## src/rtl/mfrr_pkg.sv

```systemverilog
`default_nettype none

package mfrr_pkg;

  localparam int WORD_W  = 16;
  localparam int INDEX_W = 15;
  localparam int ID_W    = 32;
  localparam int CFG_IDX_W = 1;

  // frame layout
  localparam logic [3:0] FRAME_LEN = 4'd8;
  localparam int WORDS_PER_FRAME   = 3;

  // action codes
  localparam logic [1:0] ACT_START   = 2'd0;
  localparam logic [1:0] ACT_FRAME   = 2'd1;
  localparam logic [1:0] ACT_TIMEOUT = 2'd2;

  // result status codes
  localparam logic [2:0] ST_WORD      = 3'd0;
  localparam logic [2:0] ST_DONE      = 3'd1;
  localparam logic [2:0] ST_TIMEOUT   = 3'd2;
  localparam logic [2:0] ST_BAD_FRAME = 3'd3;
  localparam logic [2:0] ST_FUNC      = 3'd4;
  localparam logic [2:0] ST_SEQ       = 3'd5;
  localparam logic [2:0] ST_OVERFLOW  = 3'd6;

  // configuration register indexes
  localparam logic [CFG_IDX_W-1:0] CFG_FRAME_ID  = 1'd0;
  localparam logic [CFG_IDX_W-1:0] CFG_MAX_WORDS = 1'd1;

  localparam logic [INDEX_W-1:0] MAX_WORDS_RST = 15'd32767;

  // job queue depth
  localparam int QDEPTH = 2;
  localparam int QPTR_W = 1;
  localparam int QCNT_W = 2;

  // one classified item: up to three words, then optionally an error result
  typedef struct packed {
    logic [WORDS_PER_FRAME-1:0][WORD_W-1:0] words;
    logic [INDEX_W-1:0]                     base;
    logic [1:0]                             count;
    logic                                   fin;
    logic                                   err;
    logic [2:0]                             err_status;
  } job_t;

endpackage

`default_nettype wire

```

## src/rtl/mfrr_front.sv

```systemverilog
`default_nettype none

module mfrr_front import mfrr_pkg::*; (
  input  wire logic               clk,
  input  wire logic               rst,
  input  wire logic               accept,
  input  wire logic [1:0]         action,
  input  wire logic [WORD_W-1:0]  expected_function,
  input  wire logic [ID_W-1:0]    frame_id,
  input  wire logic [3:0]         frame_length,
  input  wire logic [WORD_W-1:0]  word_zero,
  input  wire logic [WORD_W-1:0]  word_one,
  input  wire logic [WORD_W-1:0]  word_two,
  input  wire logic [WORD_W-1:0]  word_three,
  input  wire logic [ID_W-1:0]    response_frame_id,
  input  wire logic [INDEX_W-1:0] max_words,
  output logic                    push,
  output job_t                    job
);

  logic               active, active_next;
  logic [WORD_W-1:0]  function_code, function_code_next;
  logic [WORD_W-1:0]  sequence_expected, sequence_expected_next;
  logic [INDEX_W-1:0] words_received, words_received_next;
  logic [INDEX_W-1:0] words_total, words_total_next;
  logic               push_c;

  logic               first;
  logic               id_ok;
  logic               seq_ok;
  logic [INDEX_W-1:0] tot_eff;
  logic [INDEX_W-1:0] r;
  logic [1:0]         n;
  logic               ended;
  logic               fin;
  logic               ovf;
  logic               take;

  always_comb begin
    job                    = '0;
    push_c                 = 1'b0;
    active_next            = active;
    function_code_next     = function_code;
    sequence_expected_next = sequence_expected;
    words_received_next    = words_received;
    words_total_next       = words_total;

    first   = (words_received == '0);
    id_ok   = (frame_id == response_frame_id) && (frame_length == FRAME_LEN);
    seq_ok  = (word_three == sequence_expected);
    tot_eff = first ? word_one[WORD_W-1:1] : words_total;

    // walk the word slots of this frame
    r     = words_received;
    n     = 2'd0;
    ended = 1'b0;
    fin   = 1'b0;
    ovf   = 1'b0;
    for (int i = 0; i < WORDS_PER_FRAME; i++) begin
      take = first ? (i == 0) : (r < tot_eff);
      if (!ended && take) begin
        if (r >= max_words) begin
          ovf   = 1'b1;
          ended = 1'b1;
        end else begin
          n = n + 2'd1;
          if (({1'b0, r} + 16'd1) >= {1'b0, tot_eff}) begin
            fin   = 1'b1;
            ended = 1'b1;
          end
          r = r + 15'd1;
        end
      end
    end

    job.base = words_received;
    if (first) begin
      job.words[0] = word_two;
    end else begin
      job.words[0] = word_zero;
      job.words[1] = word_one;
      job.words[2] = word_two;
    end

    case (action)
      ACT_START: begin
        active_next            = 1'b1;
        function_code_next     = expected_function;
        sequence_expected_next = '0;
        words_received_next    = '0;
        words_total_next       = '0;
      end
      ACT_TIMEOUT: begin
        if (active) begin
          job.err        = 1'b1;
          job.err_status = ST_TIMEOUT;
          push_c         = 1'b1;
          active_next    = 1'b0;
        end
      end
      ACT_FRAME: begin
        if (active) begin
          if (!id_ok) begin
            job.err        = 1'b1;
            job.err_status = ST_BAD_FRAME;
            push_c         = 1'b1;
            active_next    = 1'b0;
          end else if (first && (word_zero != function_code)) begin
            job.err        = 1'b1;
            job.err_status = ST_FUNC;
            push_c         = 1'b1;
            active_next    = 1'b0;
          end else if (!seq_ok) begin
            job.err        = 1'b1;
            job.err_status = ST_SEQ;
            push_c         = 1'b1;
            active_next    = 1'b0;
          end else begin
            job.count              = n;
            job.fin                = fin;
            job.err                = ovf;
            job.err_status         = ST_OVERFLOW;
            push_c                 = (n != 2'd0) || ovf;
            words_received_next    = r;
            sequence_expected_next = sequence_expected + 16'd1;
            if (first) begin
              words_total_next = tot_eff;
            end
            if (ovf || fin) begin
              active_next = 1'b0;
            end
          end
        end
      end
      default: ;
    endcase
  end

  assign push = accept && push_c;

  always_ff @(posedge clk) begin
    if (rst) begin
      active            <= 1'b0;
      function_code     <= '0;
      sequence_expected <= '0;
      words_received    <= '0;
      words_total       <= '0;
    end else if (accept) begin
      active            <= active_next;
      function_code     <= function_code_next;
      sequence_expected <= sequence_expected_next;
      words_received    <= words_received_next;
      words_total       <= words_total_next;
    end
  end

endmodule

`default_nettype wire

```

## src/rtl/mfrr_queue.sv

```systemverilog
`default_nettype none

module mfrr_queue import mfrr_pkg::*; (
  input  wire logic clk,
  input  wire logic rst,
  input  wire logic push,
  input  wire job_t push_job,
  input  wire logic pop,
  output logic      full,
  output logic      head_valid,
  output job_t      head
);

  job_t              entries [QDEPTH];
  logic [QPTR_W-1:0] wp;
  logic [QPTR_W-1:0] rp;
  logic [QCNT_W-1:0] cnt;

  assign full       = (cnt == QCNT_W'(QDEPTH));
  assign head_valid = (cnt != '0);
  assign head       = entries[rp];

  always_ff @(posedge clk) begin
    if (push) begin
      entries[wp] <= push_job;
    end
  end

  always_ff @(posedge clk) begin
    if (rst) begin
      wp  <= '0;
      rp  <= '0;
      cnt <= '0;
    end else begin
      if (push) begin
        wp <= wp + 1'b1;
      end
      if (pop) begin
        rp <= rp + 1'b1;
      end
      case ({push, pop})
        2'b10:   cnt <= cnt + 1'b1;
        2'b01:   cnt <= cnt - 1'b1;
        default: ;
      endcase
    end
  end

endmodule

`default_nettype wire

```

## src/rtl/mfrr_back.sv

```systemverilog
`default_nettype none

module mfrr_back import mfrr_pkg::*; (
  input  wire logic                clk,
  input  wire logic                rst,
  input  wire logic                head_valid,
  input  wire job_t                head,
  output logic                     pop,
  output logic                     out_valid,
  input  wire logic                out_ready,
  output logic [WORD_W-1:0]        data_word,
  output logic [INDEX_W-1:0]       word_index,
  output logic [2:0]               status,
  output logic                     last
);

  logic [1:0]         k;
  logic [1:0]         nres;
  logic               load;
  logic               is_word;
  logic               end_res;
  logic               word_fin;
  logic [WORD_W-1:0]  r_data;
  logic [INDEX_W-1:0] r_index;
  logic [2:0]         r_status;
  logic               r_last;

  always_comb begin
    nres     = head.count + {1'b0, head.err};
    is_word  = (k < head.count);
    end_res  = ((k + 2'd1) == nres);
    word_fin = head.fin && ((k + 2'd1) == head.count);
    load     = head_valid && (!out_valid || out_ready);
    pop      = load && end_res;
    if (is_word) begin
      r_data   = head.words[k];
      r_index  = head.base + {{(INDEX_W-2){1'b0}}, k};
      r_status = word_fin ? ST_DONE : ST_WORD;
      r_last   = word_fin;
    end else begin
      r_data   = '0;
      r_index  = head.base + {{(INDEX_W-2){1'b0}}, head.count};
      r_status = head.err_status;
      r_last   = 1'b1;
    end
  end

  always_ff @(posedge clk) begin
    if (rst) begin
      out_valid <= 1'b0;
      k         <= '0;
    end else begin
      if (load) begin
        out_valid <= 1'b1;
        k         <= end_res ? 2'd0 : k + 2'd1;
      end else if (out_ready) begin
        out_valid <= 1'b0;
      end
    end
  end

  always_ff @(posedge clk) begin
    if (load) begin
      data_word  <= r_data;
      word_index <= r_index;
      status     <= r_status;
      last       <= r_last;
    end
  end

endmodule

`default_nettype wire

```

## src/rtl/multi_frame_read_response_reassembler.sv

```systemverilog
// Multi-frame read response reassembler.
// Input channel (in_valid/in_ready): one item per action. A start item arms
// a transaction with the expected function code; a frame item carries one
// received frame (identifier, length code, four 16-bit words, the fourth
// being the sequence number); a timeout item ends the transaction with error.
// Output channel (out_valid/out_ready): one result per word, with its index;
// the final word carries status success and last. Any error gives a single
// result with data zero, the error status and last set.
// Config channel (cfg_valid/cfg_ready/cfg_index/cfg_data): index 0 is the
// response frame identifier, index 1 the word capacity. Always ready.
// Timing: the front classifies an item and updates the transaction state in
// the cycle it is accepted; the resulting job enters a two-entry queue. The
// back drains one result per cycle while out_ready allows; each goes via the
// queue entry and the output register. A three-word job holds the queue head
// to its third result. in_ready drops only when the queue holds two jobs.
// Reset: synchronous; clears transaction state, the queue and out_valid, and
// loads the register defaults (identifier 0, capacity 32767).
// A stalled receiver holds the output register; the queue absorbs up to two
// more jobs before the input is back-pressured.
`default_nettype none

module multi_frame_read_response_reassembler import mfrr_pkg::*; (
  input  wire logic                 clk,
  input  wire logic                 rst,
  input  wire logic                 in_valid,
  output logic                      in_ready,
  input  wire logic [1:0]           action,
  input  wire logic [WORD_W-1:0]    expected_function,
  input  wire logic [ID_W-1:0]      frame_id,
  input  wire logic [3:0]           frame_length,
  input  wire logic [WORD_W-1:0]    word_zero,
  input  wire logic [WORD_W-1:0]    word_one,
  input  wire logic [WORD_W-1:0]    word_two,
  input  wire logic [WORD_W-1:0]    word_three,
  output logic                      out_valid,
  input  wire logic                 out_ready,
  output logic [WORD_W-1:0]         data_word,
  output logic [INDEX_W-1:0]        word_index,
  output logic [2:0]                status,
  output logic                      last,
  input  wire logic                 cfg_valid,
  output logic                      cfg_ready,
  input  wire logic [CFG_IDX_W-1:0] cfg_index,
  input  wire logic [ID_W-1:0]      cfg_data
);

  logic [ID_W-1:0]    response_frame_id;
  logic [INDEX_W-1:0] max_words;

  logic accept;
  logic push;
  job_t push_job;
  logic q_full;
  logic head_valid;
  job_t head;
  logic pop;

  // config registers, always writable
  assign cfg_ready = 1'b1;

  always_ff @(posedge clk) begin
    if (rst) begin
      response_frame_id <= '0;
      max_words         <= MAX_WORDS_RST;
    end else if (cfg_valid && cfg_ready) begin
      case (cfg_index)
        CFG_FRAME_ID:  response_frame_id <= cfg_data;
        CFG_MAX_WORDS: max_words         <= cfg_data[INDEX_W-1:0];
        default: ;
      endcase
    end
  end

  // front takes items whenever the queue has room
  assign in_ready = !q_full;
  assign accept   = in_valid && in_ready;

  mfrr_front u_front (
    .clk               (clk),
    .rst               (rst),
    .accept            (accept),
    .action            (action),
    .expected_function (expected_function),
    .frame_id          (frame_id),
    .frame_length      (frame_length),
    .word_zero         (word_zero),
    .word_one          (word_one),
    .word_two          (word_two),
    .word_three        (word_three),
    .response_frame_id (response_frame_id),
    .max_words         (max_words),
    .push              (push),
    .job               (push_job)
  );

  mfrr_queue u_queue (
    .clk        (clk),
    .rst        (rst),
    .push       (push),
    .push_job   (push_job),
    .pop        (pop),
    .full       (q_full),
    .head_valid (head_valid),
    .head       (head)
  );

  // back drains one result per cycle into the output register unless stalled
  mfrr_back u_back (
    .clk        (clk),
    .rst        (rst),
    .head_valid (head_valid),
    .head       (head),
    .pop        (pop),
    .out_valid  (out_valid),
    .out_ready  (out_ready),
    .data_word  (data_word),
    .word_index (word_index),
    .status     (status),
    .last       (last)
  );

endmodule

`default_nettype wire

```

## config.mk

```make
export PLATFORM = sky130hd
export DESIGN_NAME = multi_frame_read_response_reassembler
export DESIGN_NICKNAME = d
export VERILOG_FILES = /design/src/rtl/mfrr_pkg.sv /design/src/rtl/mfrr_front.sv /design/src/rtl/mfrr_queue.sv /design/src/rtl/mfrr_back.sv /design/src/rtl/multi_frame_read_response_reassembler.sv
export SDC_FILE = /design/constraint.sdc
export NUM_CORES = 1
export LEC_CHECK = 0
export BUFFER_PORTS_ARGS = -buffer_cell sky130_fd_sc_hd__buf_2
export CORE_MARGIN = 4
export CORE_UTILIZATION = 60
export DETAILED_ROUTE_END_ITERATION = 8
export PLACE_DENSITY_LB_ADDON = 0.1
export SETUP_SLACK_MARGIN = 0.4
export SLEW_MARGIN = 0
export SYNTH_ARGS = -nofsm -noshare
export SYNTH_HDL_FRONTEND = slang
export SYNTH_SLANG_ARGS = --single-unit
```

## constraint.sdc

```tcl
create_clock -name clk -period 14.7 [get_ports clk]
set_clock_uncertainty 0.1 [all_clocks]
set_input_delay 2.205 -clock clk [delete_from_list [all_inputs] [get_ports clk]]
set_output_delay 2.205 -clock clk [all_outputs]
set_load 0.05 [all_outputs]
```

-- After elaboration in Yosys (flattened, before gate mapping)
Memory sizes are Yosys's and may differ from the RTL's. A register that Yosys moved wholly into a read port is not among the register bits.
Index checks and enable logic that the tools add are counted.
W data, S select, Z words.
- reductions and logical operators: 30
- bitwise logic cells: 1
- equality and inequality tests: 16
- order comparisons: 11
- mux-type cells: 89
- $add $sub $neg: 17
- operator list (operator ; count):
    $mux W15 ; 17
    $mux W16 ; 6
    $pmux W15 S2 ; 2
    $add A15 B1 Y16 const B ; 3
    $ge A16 B15 Y1 ; 3
    $add A15 B1 Y15 const B ; 3
    $ge A15 B15 Y1 ; 3
    $lt A15 B15 Y1 ; 3
    $mux W1 ; 41
    $bmux W16 S2 ; 1
    $eq A32 B32 Y1 ; 1
    $mux W32 ; 1
    $pmux W16 S2 ; 1
    $add A15 B2 Y15 ; 2
    $add A16 B1 Y16 const B ; 1
    $eq A16 B16 Y1 ; 1
    $mux W4 ; 4
    $ne A16 B16 Y1 ; 1
    $logic_not A15 Y1 ; 1
    $mux W3 ; 5
    $mux W2 ; 6
    $reduce_bool A2 Y1 ; 5
    $logic_and A1 B1 Y1 ; 9
    $add A2 B1 Y2 const B ; 4
    other kinds (24) ; 40
- bits in registers: 152
- input port bits: 156
- memories kept: 1
- memory bits (writable): 140
- word-level logic and storage cells: 181
- output and inout bits: 38
- memories (name ; depth ; width ; read ports ; clocked after Yosys merged registers in ; wr ports ; RTL line ; RTL):
    u_queue.entries ; 2 ; 70 ; 1 ; 1 ; 1 ; mfrr_queue.sv:14 ; job_t entries [QDEPTH];

-- Longest topological paths before layout
- word-level depth: 23
- depth in mapped cells: 53
- depth with buffers taken out: 47

-- Modules after synthesis
Synthesis repeated with hierarchy kept, for this count alone.
- cells, all modules: 1871
- area total of the unflattened synthesis: 18845.6 um^2
- modules (own cells, without submodules) (module ; cells each ; area an instance (um^2) ; instances ; seq. area each (um^2)):
    mfrr_front ; 1245 ; 9347.7 ; 1 ; 1261.2
    mfrr_queue ; 240 ; 5240.0 ; 1 ; 4304.1
    mfrr_back ; 185 ; 2203.4 ; 1 ; 1111.1
    multi_frame_read_response_reassembler ; 201 ; 2054.5 ; 1 ; 940.9

-- Worst setup path after synthesis
No wires, ideal clock.
- path kind: reg-to-reg
- from: reg u_front.words_received[0]
- to: mem u_queue.entries[1][0] (netlist name) (enable)
- period minus slack after synthesis: 13461 ps
- required time: 14092 ps
- library setup time: 508 ps
- arrival: 12853 ps
- cell stages (with the launch flop): 48
- path buffers: 5
- setup slack: 1239 ps
- cells stage by stage: dfxtp_1 clkbuf_1 inv_1 ha_1 or4b_4 nor4_4 buf_4 buf_1 mux2i_1 ha_1 a21oi_1 o31ai_1 a21o_1 a221oi_1 nand4_1 a21oi_4 nor2_4 inv_2 [12 not listed] nand2_1 buf_1 mux2_2 ha_1 nor2b_1 o21a_1 o21a_1 o21ai_0 a21oi_1 o2111ai_1 a31oi_1 o21ai_0 and3_1 a21bo_2 a211oi_4 mux2i_1 a31oi_2 nor2b_1
- cells in the longest elaborated chain, start to end: 23
- elaborated cells on any way between the ends: 56
- classes of those cells: add/sub: 6; order compare: 8; mux: 33; reduce/logical: 9
- RTL lines (what ; RTL line ; RTL):
    from (decl) ; mfrr_front.sv:24 ; logic [INDEX_W-1:0] words_received, words_received_next;
    from (signal assigned) ; mfrr_front.sv:152 ; words_received <= words_received_next;
    $logic_not A15 Y1 ; mfrr_front.sv:48 ; first = (words_received == '0);
    $mux W15 ; mfrr_front.sv:51 ; tot_eff = first ? word_one[WORD_W-1:1] : words_total;
    $lt A15 B15 Y1 or $ge A16 B15 Y1 (tied branches) ; mfrr_front.sv:60, mfrr_front.sv:67 ;
    $mux W1 (on tied branches) ; mfrr_front.sv:60, mfrr_front.sv:67 ;
    $mux W15 or $mux W1 (tied branches) ; mfrr_front.sv:61, mfrr_front.sv:62 ;
    $add A15 B1 Y16 (tied with other cells) ; mfrr_front.sv:67 ; if (({1'b0, r} + 16'd1) >= {1'b0, tot_eff}) begin
    $ge A16 B15 Y1 (tied with other cells) ; mfrr_front.sv:67 ;
    $mux W1 or $logic_and A1 B1 Y1 (tied branches) ; mfrr_front.sv:67, mfrr_front.sv:61 ;
    [7 not listed] ; -- ;
    $mux W1 ; mfrr_front.sv:113 ; end else if (!seq_ok) begin
    $mux W1 (*) ; mfrr_front.sv:108 ; end else if (first && (word_zero != function_code)) begin
    $mux W1 (*) ; mfrr_front.sv:103 ; if (!id_ok) begin
    $mux W1 (*) ; mfrr_front.sv:102 ; if (active) begin
    $pmux W1 S2 (*) ; mfrr_front.sv:85 ; case (action)
    $logic_and A1 B1 Y1 (*) ; mfrr_front.sv:139 ; assign push = accept && push_c;
    $mux W1 (*) ; mfrr_queue.sv:24 ; if (push) begin
    $mux W1 (implied by the code) (*) ; mfrr_queue.sv:25 ; entries[wp] <= push_job;
    to (decl) ; mfrr_queue.sv:14 ;
Every way passes the cells marked *; elsewhere a longest branch is shown, timed or not.

-- Worst setup path in the final report
- from: reg u_front.words_received[0]
- to: mem u_queue.entries[1][17] (netlist name) (enable)
Same word-level chain as after synthesis.

==> results.json <==
{
  "outcome": "finished, final reports clean",
  "ys_ff_latch": 293,
  "final_hold_viol_count": 0,
  "finalSetupViolCount": 0,
  "required_ns": 14.80,
  "yosys_warnings": 0,
  "critical_path.max_fanout": 71,
  "critPathCaptureType": "flop",
  "final_area_mm2": 0.0204,
  "drt_iter0_markers": 1267,
  "clk_pin_slew_worst_paths_ns": 0.06,
  "total_power_uw": 1910,
  "start_util": 0.615,
  "grt_pass1_vias": 14200,
  "worstPathArrival_ns": 12.81,
  "rsz0062_at_grt": "no",
  "cts_tree": "built",
  "start_kind": "flop",
  "fp.dieW_um": 180,
  "layout_commonest_cell": "nand2_1",
  "drv_cap": 0,
  "insertion_delay_ns": 0.58,
  "routed_wl_mm": 51.6,
  "first_pass_iters": 5,
  "via_count": 14600,
  "cts.sinks": 293,
  "drive_gt1_frac": 0.187,
  "grtUsageTotal": 0.304,
  "grt_antenna_before_repair": 3,
  "gp_congestion": 0.971,
  "tightest_slew_ns": 1.19,
  "cp_slowest_cell": "buf_4",
  "setup-tns-final_ns": 0,
  "synthCells": 1767,
  "post-dp-hpwl_mm": 38.3,
  "async_flop_share": 0,
  "slowest_delay_ns": 0.73,
  "cts_max_path_buffers": 3,
  "synth.yosys.seq_area_share": 0.428,
  "wl_per_cell_um": 21.8,
  "cts_buffers": 31,
  "path_class": "flop to flop",
  "drt-vias-per-instance": 6.15,
  "cts-root-buf": "clkbuf_16",
  "rows": 62,
  "min_period_over_period": 0.865,
  "finalCriticalPeriod_ns": 12.71,
  "max_slew_margin": 0.200,
  "cts-hold-fix-buffers": 0,
  "dieArea_mm2": 0.0325,
  "grt_max_degree": 72,
  "cp_common_cell": "ha_1",
  "drc": 0,
  "cts_resized": 0,
  "power.static_leakage_uw": 0.00873,
  "placed_cell_area_mm2": 0.0192,
  "synth.distinct_cells": 99,
  "die_h_um": 180,
  "synth_ff_type": "edfxtp_1",
  "rrSetupSlack_ns": 1.99,
  "netlist_area_mm2": 0.0178,
  "core_mm2": 0.0289,
  "hold_class": "flop to flop",
  "max_freq_ghz": 0.0787,
  "final_nets": 2251,
  "grt_overflow": 0,
  "vdd_drop_max_uv": 85.7,
  "syn_avg_cell_area_um2": 10.1,
  "synth_nets": 2064,
  "ios": 194,
  "p_per_area_mw_per_mm2": 93.6,
  "final_cell_mix": "nand2_1, buf_2, edfxtp_1, ha_1, dfxtp_1",
  "cts_setup_buffers": 0,
  "final_antenna_net_count": 0,
  "synth-edff-count": 175,
  "area_growth_pct": 14.6,
  "h-tree-depth": 1,
  "port_buffers": 192,
  "maxSlewViolCount": 0,
  "grt_pass1_wl_mm": 79.6
}
-- cell usage after synthesis, drive strengths merged (5+ instances only) --
library cell / instances / area [µm²]
nand3: 48 / 245
or3: 10 / 62.6
nor2b: 22 / 138
a21o: 24 / 180
inv: 60 / 225
nand2: 228 / 861
a21oi: 101 / 524
a32oi: 11 / 104
clkbuf: 56 / 210
ha: 140 / 1750
and3: 30 / 188
nor4: 28 / 205
mux2i: 24 / 240
o21a: 8 / 60.1
buf: 19 / 97.6
and2: 42 / 263
o21ai: 42 / 214
nand4: 26 / 163
xnor2: 81 / 732
nor2: 116 / 443
dfxtp: 118 / 2360
and4: 5 / 43.8
o211ai: 11 / 97.6
a211o: 21 / 184
o31ai: 8 / 65.1
nand2b: 13 / 81.3
a22oi: 40 / 300
xor2: 92 / 813
o211a: 5 / 50.1
mux2: 25 / 282
a31oi: 11 / 90.1
o2111ai: 6 / 52.6
edfxtp: 175 / 5260
mux4: 16 / 360
nor3: 32 / 165
-- metrics by stage --
step	setup slack, ns	instances	utilization	hold WS [ns]
after floorplan	1.24	1767	-	0.335
after global placement	2.44	2305	0.664	0.345
after detailed placement	2.14	2305	0.664	0.349
after CTS	2.10	2363	0.704	0.364
after global routing	1.09	2365	0.705	0.387
final	1.99	2366	0.705	0.364
-- report_power, final --
part / switching (µW) / total [µW] / internal (µW) / leakage, µW
logic: 85.7 / 140 / 54.6 / 0.00561
clock network: 334 / 881 / 547 / 0.000565
registers: 9.14 / 888 / 879 / 0.00256
-- worst max-delay path, delay by kind of cell, from the launching register on --
kind / cells / cell delay, ns
AO/OA/AOI/OAI: 16 / 3.81
XOR/XNOR: 1 / 0.28
adder cells (fa/ha/maj): 4 / 1.36
buffers and inverters: 6 / 2.04
flip-flops: 1 / 0.50
multiplexers: 2 / 0.96
AND/OR/NAND/NOR: 11 / 3.20
-- cells by family (layout without fill, tap and decap cells) --
group	after synthesis	count (layout)	share of synthesized area
simple gates	621	621	0.172
flops	293	293	0.428
mux	65	65	0.0496
fa+ha+maj	143	143	0.101
buf+inv	137	349	0.0304
xor+xnor	173	173	0.0869
compound gates	334	334	0.132
other cells	1	4	0.000211
-- per-layer routing --
layer	share of wire	wire length, µm	up-vias	GRT usage
met5	0.00023	12	-	0
met4	0.033	1680	2	0.0953
met3	0.063	3230	95	0.0418
met2	0.48	25000	544	0.515
met1	0.42	21700	7088	0.410
li1	-	-	6824	-
-- worst paths after layout --
check	from	to	cells past startpoint
min	response_frame_id[26]$_SDFFE_PP0P_	response_frame_id[26]$_SDFFE_PP0P_	2
max reg2reg	u_front.words_received[0]$_SDFFE_PP0P_	u_queue.entries[1][17]$_DFFE_PP_	40
min reg2reg	response_frame_id[26]$_SDFFE_PP0P_	response_frame_id[26]$_SDFFE_PP0P_	2
max	u_front.words_received[0]$_SDFFE_PP0P_	u_queue.entries[1][17]$_DFFE_PP_	40
-- state kept, by name, indices dropped and copies added (netlist names), 2 cells and up, named ones only --
register	cells
u_back.k	2
u_back.status	3
u_back.data_word	16
u_front.words_total	15
u_queue.entries	140
u_front.sequence_expected	16
u_queue.cnt	2
u_back.word_index	15
u_front.words_received	15
max_words	15
u_front.function_code	16
response_frame_id	32
-- cell type report --
class                           instances  area (µm²)
Fill cell                            2233        8540
Multi-Input combinational cell       1337        9650
Clock buffer                           40         840
Timing Repair Buffer                  229        1240
Antenna cell                            3        7.51
Tap cell                              384         480
Clock inverter                         18         322
Inverter                               62         233
Sequential cell                       293        7620
(Power assumes the default switching activity.)
